`config.mk`:
```
export PLATFORM = sky130hd
export DESIGN_NAME = two_list_sorted_merge_top
export DESIGN_NICKNAME = d
export VERILOG_FILES = /design/src/rtl/tlsm_pkg.sv /design/src/rtl/tlsm_ram.sv /design/src/rtl/tlsm_ctrl.sv /design/src/rtl/tlsm_dp.sv /design/src/rtl/two_list_sorted_merge_top.sv
export SDC_FILE = /design/constraint.sdc
export NUM_CORES = 2
export LEC_CHECK = 0
export BUFFER_PORTS_ARGS = -buffer_cell sky130_fd_sc_hd__buf_2
export CORE_MARGIN = 2
export CORE_UTILIZATION = 60
export CTS_CLUSTER_SIZE = 8
export DETAILED_ROUTE_END_ITERATION = 8
export PLACE_DENSITY = 0.83
export SETUP_SLACK_MARGIN = 0.05
export SLEW_MARGIN = 20
export SYNTH_ARGS = -nofsm -noshare
export SYNTH_HDL_FRONTEND = slang
export SYNTH_SLANG_ARGS = --single-unit
```
`constraint.sdc`:
```
create_clock -name i_clk -period 5.3 [get_ports i_clk]
set_input_delay 1.06 -clock i_clk [delete_from_list [all_inputs] [get_ports i_clk]]
set_output_delay 1.06 -clock i_clk [all_outputs]
set_load 0.005 [all_outputs]
```
`src/rtl/tlsm_pkg.sv`:
```
// Shared types and constants of the two-list sorted merge block.
package tlsm_pkg;

    localparam int LIST_DEPTH = 32;
    localparam int ADDR_W     = (LIST_DEPTH > 1) ? $clog2(LIST_DEPTH) : 1;
    localparam int CNT_W      = $clog2(LIST_DEPTH + 1);
    localparam int DATA_W     = 32;
    localparam int FUNC_W     = 2;

    typedef enum logic [FUNC_W-1:0] {
        FUNC_PUSH_A = 2'd0,
        FUNC_PUSH_B = 2'd1,
        FUNC_MERGE  = 2'd2
    } t_func;

    // Controller to datapath.
    typedef struct packed {
        logic push_a;       // append request value to list A
        logic push_b;       // append request value to list B
        logic merge_start;  // rewind both read indices
        logic pick;         // compare heads, load output register, advance
        logic clear;        // empty both lists
    } t_dp_cmd;

    // Datapath to controller.
    typedef struct packed {
        logic any_elem;     // at least one list holds an element
        logic out_free;     // output register can take a result this cycle
        logic pick_last;    // the pending pick is the final element
    } t_dp_sts;

endpackage

```
`src/rtl/tlsm_ram.sv`:
```
// Generic single-write, single-read RAM with registered read data.
module tlsm_ram #(
    parameter int WIDTH = 32,
    parameter int DEPTH = 32,
    parameter int AW    = (DEPTH > 1) ? $clog2(DEPTH) : 1
) (
    input  logic             i_clk,
    input  logic             i_we,
    input  logic [AW-1:0]    i_waddr,
    input  logic [WIDTH-1:0] i_wdata,
    input  logic [AW-1:0]    i_raddr,
    output logic [WIDTH-1:0] o_rdata
);

    logic [WIDTH-1:0] r_mem [DEPTH];
    logic [WIDTH-1:0] r_rdata;

    always_ff @(posedge i_clk) begin
        if (i_we) begin
            r_mem[i_waddr] <= i_wdata;
        end
        r_rdata <= r_mem[i_raddr];
    end

    assign o_rdata = r_rdata;

endmodule

```
`src/rtl/tlsm_ctrl.sv`:
```
// Controller state machine: decodes requests and sequences the merge.
module tlsm_ctrl
    import tlsm_pkg::*;
(
    input  logic              i_clk,
    input  logic              i_rst_n,
    input  logic              i_req_valid,
    input  logic [FUNC_W-1:0] i_req_func,
    output logic              o_req_ready,
    output t_dp_cmd           o_cmd,
    input  t_dp_sts           i_sts
);

    typedef enum logic [2:0] {
        ST_IDLE = 3'b001,
        ST_READ = 3'b010,
        ST_PICK = 3'b100
    } t_state;

    t_state r_state;
    t_state n_state;
    logic   req_fire;

    assign o_req_ready = (r_state == ST_IDLE);
    assign req_fire    = i_req_valid && o_req_ready;

    always_comb begin
        n_state = r_state;
        o_cmd   = '0;
        unique case (r_state)
            ST_IDLE: begin
                if (req_fire) begin
                    unique case (i_req_func)
                        FUNC_PUSH_A: o_cmd.push_a = 1'b1;
                        FUNC_PUSH_B: o_cmd.push_b = 1'b1;
                        FUNC_MERGE: begin
                            if (i_sts.any_elem) begin
                                o_cmd.merge_start = 1'b1;
                                n_state           = ST_READ;
                            end
                        end
                        default: ;
                    endcase
                end
            end
            ST_READ: begin
                n_state = ST_PICK;
            end
            ST_PICK: begin
                if (i_sts.out_free) begin
                    o_cmd.pick = 1'b1;
                    if (i_sts.pick_last) begin
                        o_cmd.clear = 1'b1;
                        n_state     = ST_IDLE;
                    end else begin
                        n_state = ST_READ;
                    end
                end
            end
            default: n_state = ST_IDLE;
        endcase
    end

    always_ff @(posedge i_clk) begin
        if (!i_rst_n) begin
            r_state <= ST_IDLE;
        end else begin
            r_state <= n_state;
        end
    end

endmodule

```
`src/rtl/tlsm_dp.sv`:
```
// Datapath: list memories, fill counts, read indices, head compare, output register.
module tlsm_dp
    import tlsm_pkg::*;
(
    input  logic                     i_clk,
    input  logic                     i_rst_n,
    input  logic signed [DATA_W-1:0] i_value,
    input  t_dp_cmd                  i_cmd,
    output t_dp_sts                  o_sts,
    output logic                     o_out_valid,
    input  logic                     i_out_ready,
    output logic signed [DATA_W-1:0] o_out_data,
    output logic                     o_out_last
);

    logic [CNT_W-1:0]         r_cnt_a, r_cnt_b;
    logic [CNT_W-1:0]         r_idx_a, r_idx_b;
    logic [DATA_W-1:0]        head_a, head_b;
    logic                     a_left, b_left, a_full, b_full, take_a;
    logic                     r_out_valid;
    logic signed [DATA_W-1:0] r_out_data;
    logic                     r_out_last;

    assign a_full = (r_cnt_a == CNT_W'(LIST_DEPTH));
    assign b_full = (r_cnt_b == CNT_W'(LIST_DEPTH));

    tlsm_ram #(.WIDTH(DATA_W), .DEPTH(LIST_DEPTH)) u_ram_a (
        .i_clk  (i_clk),
        .i_we   (i_cmd.push_a && !a_full),
        .i_waddr(r_cnt_a[ADDR_W-1:0]),
        .i_wdata(i_value),
        .i_raddr(r_idx_a[ADDR_W-1:0]),
        .o_rdata(head_a)
    );

    tlsm_ram #(.WIDTH(DATA_W), .DEPTH(LIST_DEPTH)) u_ram_b (
        .i_clk  (i_clk),
        .i_we   (i_cmd.push_b && !b_full),
        .i_waddr(r_cnt_b[ADDR_W-1:0]),
        .i_wdata(i_value),
        .i_raddr(r_idx_b[ADDR_W-1:0]),
        .o_rdata(head_b)
    );

    assign a_left = (r_idx_a != r_cnt_a);
    assign b_left = (r_idx_b != r_cnt_b);
    // Take A only on strictly smaller head; ties go to B.
    assign take_a = a_left && (!b_left || ($signed(head_a) < $signed(head_b)));

    assign o_sts.any_elem  = (r_cnt_a != '0) || (r_cnt_b != '0);
    assign o_sts.out_free  = !r_out_valid || i_out_ready;
    assign o_sts.pick_last = take_a ? ((r_idx_a + 1'b1 == r_cnt_a) && !b_left)
                                    : ((r_idx_b + 1'b1 == r_cnt_b) && !a_left);

    always_ff @(posedge i_clk) begin
        if (!i_rst_n) begin
            r_cnt_a <= '0;
            r_cnt_b <= '0;
            r_idx_a <= '0;
            r_idx_b <= '0;
        end else begin
            if (i_cmd.clear) begin
                r_cnt_a <= '0;
                r_cnt_b <= '0;
            end else begin
                if (i_cmd.push_a && !a_full) r_cnt_a <= r_cnt_a + 1'b1;
                if (i_cmd.push_b && !b_full) r_cnt_b <= r_cnt_b + 1'b1;
            end
            if (i_cmd.merge_start) begin
                r_idx_a <= '0;
                r_idx_b <= '0;
            end else if (i_cmd.pick) begin
                if (take_a) r_idx_a <= r_idx_a + 1'b1;
                else        r_idx_b <= r_idx_b + 1'b1;
            end
        end
    end

    always_ff @(posedge i_clk) begin
        if (!i_rst_n) begin
            r_out_valid <= 1'b0;
        end else if (i_cmd.pick) begin
            r_out_valid <= 1'b1;
        end else if (i_out_ready) begin
            r_out_valid <= 1'b0;
        end
    end

    always_ff @(posedge i_clk) begin
        if (i_cmd.pick) begin
            r_out_data <= take_a ? $signed(head_a) : $signed(head_b);
            r_out_last <= o_sts.pick_last;
        end
    end

    assign o_out_valid = r_out_valid;
    assign o_out_data  = r_out_data;
    assign o_out_last  = r_out_last;

`ifndef SYNTHESIS
    a_cnt_bound: assert property (@(posedge i_clk) disable iff (!i_rst_n)
        (r_cnt_a <= CNT_W'(LIST_DEPTH)) && (r_cnt_b <= CNT_W'(LIST_DEPTH)))
        else $error("list count beyond depth");
    a_pick_has_elem: assert property (@(posedge i_clk) disable iff (!i_rst_n)
        i_cmd.pick |-> (a_left || b_left))
        else $error("pick with both lists exhausted");
    a_pick_room: assert property (@(posedge i_clk) disable iff (!i_rst_n)
        i_cmd.pick |-> o_sts.out_free)
        else $error("pick overwrites an untaken result");
    a_last_empties: assert property (@(posedge i_clk) disable iff (!i_rst_n)
        (i_cmd.pick && o_sts.pick_last) |=> (r_cnt_a == '0) && (r_cnt_b == '0))
        else $error("lists not emptied after final element");
`endif

endmodule

```
`src/rtl/two_list_sorted_merge_top.sv`:
```
// Top level of the two-list sorted merge block.
//
//  channel   dir  handshake                       payload
//  -------   ---  ------------------------------  ------------------------------------
//  s_axis    in   s_axis_tvalid / s_axis_tready   tdata: value; tuser: func
//  m_axis    out  m_axis_tvalid / m_axis_tready   tdata: merged_value; tlast: last
//
//  A push request leaves the controller idle, so the block stays ready for further requests.
//  A merge request steps through a read state and then a compare-and-load state
//  for each result, since each list RAM has a registered read port. A merge of
//  two empty lists emits nothing and leaves the block idle.
//  Reset is synchronous, active low, and empties both lists; no clearing pass.
//  A stalled m_axis holds the merge in its compare step; s_axis stays stalled
//  until the final element sits in the output register.
module two_list_sorted_merge_top
    import tlsm_pkg::*;
(
    input  logic                     i_clk,
    input  logic                     i_rst_n,
    input  logic                     s_axis_tvalid,
    output logic                     s_axis_tready,
    input  logic signed [DATA_W-1:0] s_axis_tdata,   // [31:0] value
    input  logic [FUNC_W-1:0]        s_axis_tuser,   // [1:0] func
    output logic                     m_axis_tvalid,
    input  logic                     m_axis_tready,
    output logic signed [DATA_W-1:0] m_axis_tdata,   // [31:0] merged_value
    output logic                     m_axis_tlast
);

    t_dp_cmd cmd;
    t_dp_sts sts;

    // Decode requests and step the merge one element at a time.
    tlsm_ctrl u_ctrl (
        .i_clk      (i_clk),
        .i_rst_n    (i_rst_n),
        .i_req_valid(s_axis_tvalid),
        .i_req_func (s_axis_tuser),
        .o_req_ready(s_axis_tready),
        .o_cmd      (cmd),
        .i_sts      (sts)
    );

    // Hold both lists and drive results through the output register.
    tlsm_dp u_dp (
        .i_clk      (i_clk),
        .i_rst_n    (i_rst_n),
        .i_value    (s_axis_tdata),
        .i_cmd      (cmd),
        .o_sts      (sts),
        .o_out_valid(m_axis_tvalid),
        .i_out_ready(m_axis_tready),
        .o_out_data (m_axis_tdata),
        .o_out_last (m_axis_tlast)
    );

endmodule

```
# Word-level counts from Yosys, hierarchy flattened

Memory sizes are Yosys's and may differ from the RTL's. A register that Yosys moved wholly into a read port is not among the register bits.
Index checks and enable logic that the tools add are counted.
Widths: inputs -> output; s select.

Add/sub/neg operators: 4
$lt $le $gt $ge: 1
Bitwise operators: 2
Reduce and logical (&&, ||, !) cells: 23
Eq/ne operators: 15
Mux-type cells: 23
Div/mod/pow operators: 0
Shift-type cells: 0
Multiply operators: 0

Operators with widths:

| kind                | count |
|---|---|
| $lt 32x32->1        | 1 |
| $mux 32             | 1 |
| $add 6x1->6 const B | 4 |
| $mux 3              | 6 |
| $eq 6x6->1          | 2 |
| $eq 6x6->1 const B  | 2 |
| $mux 1              | 12 |
| $ne 6x6->1          | 2 |
| $reduce_bool 6->1   | 2 |
| $pmux 3 s3          | 1 |
| $ne 2x2->1 const B  | 4 |
| $logic_and 1x1->1   | 6 |
| $mux 2              | 3 |
| $logic_not 1->1     | 5 |
| $reduce_and 2->1    | 2 |
| $reduce_and 4->1    | 1 |
| $reduce_or 2->1     | 2 |
| $eq 3x1->1 const B  | 1 |
| $eq 3x2->1 const B  | 1 |
| $eq 3x3->1 const B  | 1 |
| $logic_or 1x1->1    | 3 |
| $eq 2x1->1 const B  | 1 |
| $eq 2x2->1 const B  | 1 |
| $logic_not 2->1     | 1 |
| other kinds (2)     | 3 |

Memory bits (writable): 2048
Bits in registers: 61
Logic and storage cells: 78
Bits of input ports: 38
Output and inout port bits: 35
Latch bits: 0
ROM bits: 0
Memories: 2

Memories:

| name               | depth | width | read ports | clocked after memory_dff | wr ports | RTL line       | RTL |
|---|---|---|---|---|---|---|---|
| u_dp.u_ram_a.r_mem | 32    | 32    | 1          | 1                        | 1        | tlsm_ram.sv:15 | `logic [WIDTH-1:0] r_mem [DEPTH];` |
| u_dp.u_ram_b.r_mem | 32    | 32    | 1          | 1                        | 1        | tlsm_ram.sv:15 |  |

# Depth between registers and ports, before layout

Word-level depth: 9
Gate-level depth with buffers: 11
Gate-level depth less buffers: 9

# Modules after synthesis

From an unflattened synthesis, not the netlist that was laid out.

Cells, all modules: 4901
Area total of the unflattened synthesis: 84867.6 sq um

Modules (own cells, without submodules):

| module                   | area each (sq um) | instances | cells an instance |
|---|---|---|---|
| tlsm_ram at u_dp.u_ram_a | 40491.3           | 1         | 2260 |
| tlsm_ram at u_dp.u_ram_b | 40485.1           | 1         | 2260 |
| tlsm_dp                  | 3703.6            | 1         | 360 |
| tlsm_ctrl                | 187.7             | 1         | 21 |

# Least setup slack after synthesis

OpenSTA, ideal clock, no wires.

Path kind: input-to-reg
From: in s_axis_tuser[1]
To: mem u_dp.u_ram_a.r_mem[3][0] (enable)
Library setup time: 0.470 ns
Setup slack: 0.563 ns
Data required time: 4.830 ns
Stages on the path: 4
Data arrival time: 4.267 ns
Buffers on the path: 1
Cell sequence: nor4b_1 nand2_1 clkbuf_1 a211oi_1

Cells in the longest elaborated chain, start to end: 7

Ends and longest elaborated chain:

| item                         | RTL line                        | RTL |
|---|---|---|
| start, declared              | two_list_sorted_merge_top.sv:23 | `input logic [FUNC_W-1:0] s_axis_tuser,` |
| $logic_not 2->1              | tlsm_ctrl.sv:33                 | `unique case (i_req_func)` |
| $mux 1                       | tlsm_ctrl.sv:33                 |  |
| $mux 3                       | tlsm_ctrl.sv:32                 | `if (req_fire) begin` |
| $mux 3                       | tlsm_ctrl.sv:30                 | `unique case (r_state)` |
| $logic_and 1x1->1            | tlsm_dp.sv:29                   | `.i_we (i_cmd.push_a && !a_full),` |
| $mux 1                       | tlsm_ram.sv:19                  | `if (i_we) begin` |
| $mux 1 (implied by the code) | tlsm_ram.sv:20                  | `r_mem[i_waddr] <= i_wdata;` |
| end, declared                | tlsm_ram.sv:15                  |  |

Every way passes these cells.

# Worst setup path after layout

From: reg u_ctrl.r_state[0]
To: mem u_dp.u_ram_b.r_mem[11][6] (enable)

Cells in the longest elaborated chain, start to end: 7

Ends and longest elaborated chain:

| item                             | RTL line                         | RTL |
|---|---|---|
| start, declared                  | tlsm_ctrl.sv:20                  | `t_state r_state;` |
| start signal, assigned           | tlsm_ctrl.sv:68                  | `r_state <= n_state;` |
| $eq 3x1->1 (*)                   | tlsm_ctrl.sv:24, tlsm_ctrl.sv:30 |  |
| $logic_and 1x1->1                | tlsm_ctrl.sv:25                  | `assign req_fire = i_req_valid && o_req_ready;` |
| $mux 3                           | tlsm_ctrl.sv:32                  |  |
| $mux 3 (*)                       | tlsm_ctrl.sv:30                  |  |
| $logic_and 1x1->1 (*)            | tlsm_dp.sv:38                    | `.i_we (i_cmd.push_b && !b_full),` |
| $mux 1 (*)                       | tlsm_ram.sv:19                   |  |
| $mux 1 (implied by the code) (*) | tlsm_ram.sv:20                   |  |
| end, declared                    | tlsm_ram.sv:15                   |  |

Every way passes the cells marked *; elsewhere a longest branch is shown, timed or not.

==> flow_summary.toml <==
[run_status]
run_status = "finished clean"

[global_route]
grt_antenna_before_repair = 21
grt_use_total = 0.348
grt_max_degree = 92
grt_pass1_vias = 43943
grt_pass1_wl_um = 343000
grt_overflow_total = 0

[synth]
synth_top_area_cell = "edfxtp_1"
ys_warn_count = 0
ys.flop_type = "edfxtp_1"
yosysMostFrequentCell = "edfxtp_1"
synth_area_leaders = "edfxtp_1 (75%), mux4_2 (17%), dfxtp_1 (2.2%), mux2_2 (0.88%), ha_1 (0.62%)"
yosysUniqueCellTypes = 60
synth_seq_cells = 2173
syn_inst = 3499
async_flop_share = 0
synth_common_cells = "edfxtp_1 (2081), mux4_2 (640), nor2_1 (99)"
netlist_area_um2 = 83000
synth_nets = 3578
synth-seq-area-share = 0.775
synth_area_per_cell_um2 = 23.7
synth_top_area_frac = 0.753
synth_edf_count = 2081

[cts]
clk-insertion-delay-late_ns = 0.92
cts_buffers = 321
cts.sinks = 2173
clk_pin_slew_ns = 0.05
cts_setup_buffers = 0
root_buffer = "clkbuf_16"
cts_resized = 0
holdBufCountCts = 0
cts_max_path_buffers = 4
h-tree-depth = 5
cts_tree = "yes"

[finish]
n_fill_cell = 7078
fin_nets = 3948
utilization = 0.695
fin_cells = 5776
area_delta_synth_final_pct = 14.9
drive_gt1_frac = 0.340

[worst_setup_path]
worst-path-buf-inv = 2
max_stage_delay_ns = 0.94
cp-start-kind = "flop"
r2r_start = "u_ctrl.r_state[0]"
r2r_cells = 8
path_depth = 8
worstSetupPathType = "reg -> reg"
arrival_ns = 4.84
crit_slowest_cell = "nor2_4"
worstPathMaxFanout = 20
crit_end = "u_dp.u_ram_b.r_mem[11][6]"
reg2reg_to = "u_dp.u_ram_b.r_mem[11][6]"
rrSetupSlack_ns = 1.05
required_ns = 5.89
cp_cell_sequence = "nor2b_1 -> nand2b_1 -> inv_1 -> nand4b_1 -> a31oi_2 -> nand2_1 -> nor2_4 -> buf_4"
end_kind = "flop"
crit_path_start = "u_ctrl.r_state[0]"
timing.critical_path.max_delay_family = "simple AND/OR/NAND/NOR gates"

[power_and_ir_drop]
total_power_mw = 38.3
power_frac_clock = 0.486
sw_frac_of_total = 0.214
power_density_nw_per_um2 = 402
pwr-share-comb = 0.020
internal_power_mw = 30.1
netSwitchingPower_mw = 8.22
p_leak_nw = 29.3
pwr-share-seq = 0.494
vdd_drop_max_uv = 387

[sta]
fmax_mhz = 235
min_period_ns = 4.25
fin_ws_ns = 1.05
relSlewSlack = 0.237
final_max_slew_viol_count = 0
worst_pin_slew_ns = 1.14
finClkSkew_ns = 0.0540
hold_viol_final = 0
fin_tns_setup_ns = 0
setup-violations-final = 0
fin_crit_sh = 0.802
rsz0062_at_grt = "no"

[floorplan]
ios = 73
row_count = 136
die_x_um = 376
fp.dieArea_um2 = 141000
core_um2 = 137000
fp.dieH_um = 376
start_util = 0.604

[flow_run]
drv_cap = 0

[placed_design]
portBuffers = 72
place_ws_ns = 1.01
globalplace.congestion = 0.854
dpl.hpwl_um = 120000
place_inst = 5331

[detailed_routing]
drtIter0Drc = 9444
drc_errors = 0
first_pass_iters = 7
viasPerCell = 7.80
routedWlPerCell_um = 44.6
routed_wl_um = 257000
antenna_left = 0
vias = 45076

[hold_path]
hp-class = "reg -> reg"
-- cell families (layout without fill, tap and decap cells) --
logic type,count (synthesis),after routing,synth area share
flops,2173,2173,0.775
fa+ha+maj,41,41,0.00618
buf+inv,215,691,0.0122
other cells,0,7,0
simple gates,228,228,0.0126
xor+xnor,29,29,0.00306
compound gates,103,103,0.00782
mux,710,710,0.183
-- per-stage QoR --
step	instance area, um^2	hold slack [ns]
floorplan	83000	0.447
global placement	86600	0.454
detailed placement	86600	0.486
CTS	95200	0.479
global route	95400	0.508
finish	95400	0.487
-- power by group through the flow --
stage | Sequential, mW | Clock, mW | Combinational, mW
4_1_cts | 18.9 | 18.4 | 0.726
2_1_floorplan | 19.3 | 0 | 0.221
3_3_place_gp | 19.3 | 0 | 0.644
6_report | 18.9 | 18.6 | 0.773
5_1_grt | 18.9 | 19.2 | 0.786
3_5_place_dp | 19.3 | 0 | 0.684
-- final cells by class --
class / count / area [um^2] / area share
antenna: 7 / 17.5 / 0.000184
clock buffer: 423 / 8540 / 0.0895
clock inverter: 6 / 48.8 / 0.000511
inverter: 40 / 150 / 0.00157
multi-input combinational: 1111 / 18100 / 0.190
sequential: 2173 / 64400 / 0.675
tap: 1794 / 2240 / 0.0235
timing repair buffer: 222 / 1900 / 0.0199
-- worst min-delay path by stage --
| stage | start | endpoint | slack, ns | cells after the start |
|---|---|---|---|---|
| floorplan | u_ctrl.r_state[0] | u_ctrl.r_state[2] | 0.45 | 1 |
| global placement | u_ctrl.r_state[0] | u_ctrl.r_state[2] | 0.45 | 1 |
| detailed placement | u_ctrl.r_state[0] | u_ctrl.r_state[2] | 0.49 | 1 |
| CTS | i_rst_n | u_dp.o_out_valid | 0.48 | 2 |
| global route | i_rst_n | u_dp.o_out_valid | 0.51 | 2 |
| finish | u_ctrl.r_state[0] | u_ctrl.r_state[2] | 0.49 | 1 |
-- registers in the layout (all words and copies together) (netlist names) --
name / count
u_ctrl.r_state: 3
u_dp.o_out_data: 32
u_dp.o_out_last: 1
u_dp.o_out_valid: 1
u_dp.r_cnt_a: 6
u_dp.r_cnt_b: 6
u_dp.r_idx_a: 6
u_dp.r_idx_b: 6
u_dp.u_ram_a.o_rdata: 32
u_dp.u_ram_a.r_mem: 1024
u_dp.u_ram_b.o_rdata: 32
u_dp.u_ram_b.r_mem: 1024
-- cell usage in the layout (no fill, tap or decap), types with 8 or more instances in the layout --
cell type / Yosys / final
nor2_1: 99 / 36
clkbuf_16: 0 / 327
edfxtp_1: 2081 / 2081
dfxtp_1: 92 / 82
xor2_1: 10 / 10
buf_2: 50 / 71
mux2_2: 65 / 65
a21oi_1: 26 / 26
buf_12: 0 / 23
clkbuf_1: 82 / 96
mux4_2: 640 / 640
nor2_4: 0 / 63
inv_1: 39 / 39
buf_4: 23 / 122
o21ai_0: 38 / 37
dfxtp_4: 0 / 8
xnor2_1: 19 / 19
nand2_1: 70 / 70
ha_1: 41 / 41
nand3_1: 9 / 9
-- per-layer routing --
layer | track usage | routed length [um]
met1 | 0.474 | 81600
met2 | 0.538 | 121000
met3 | 0.0936 | 37700
met4 | 0.153 | 17400
met5 | 0 | 163
Note: power is estimated with default switching activity, not from simulation.
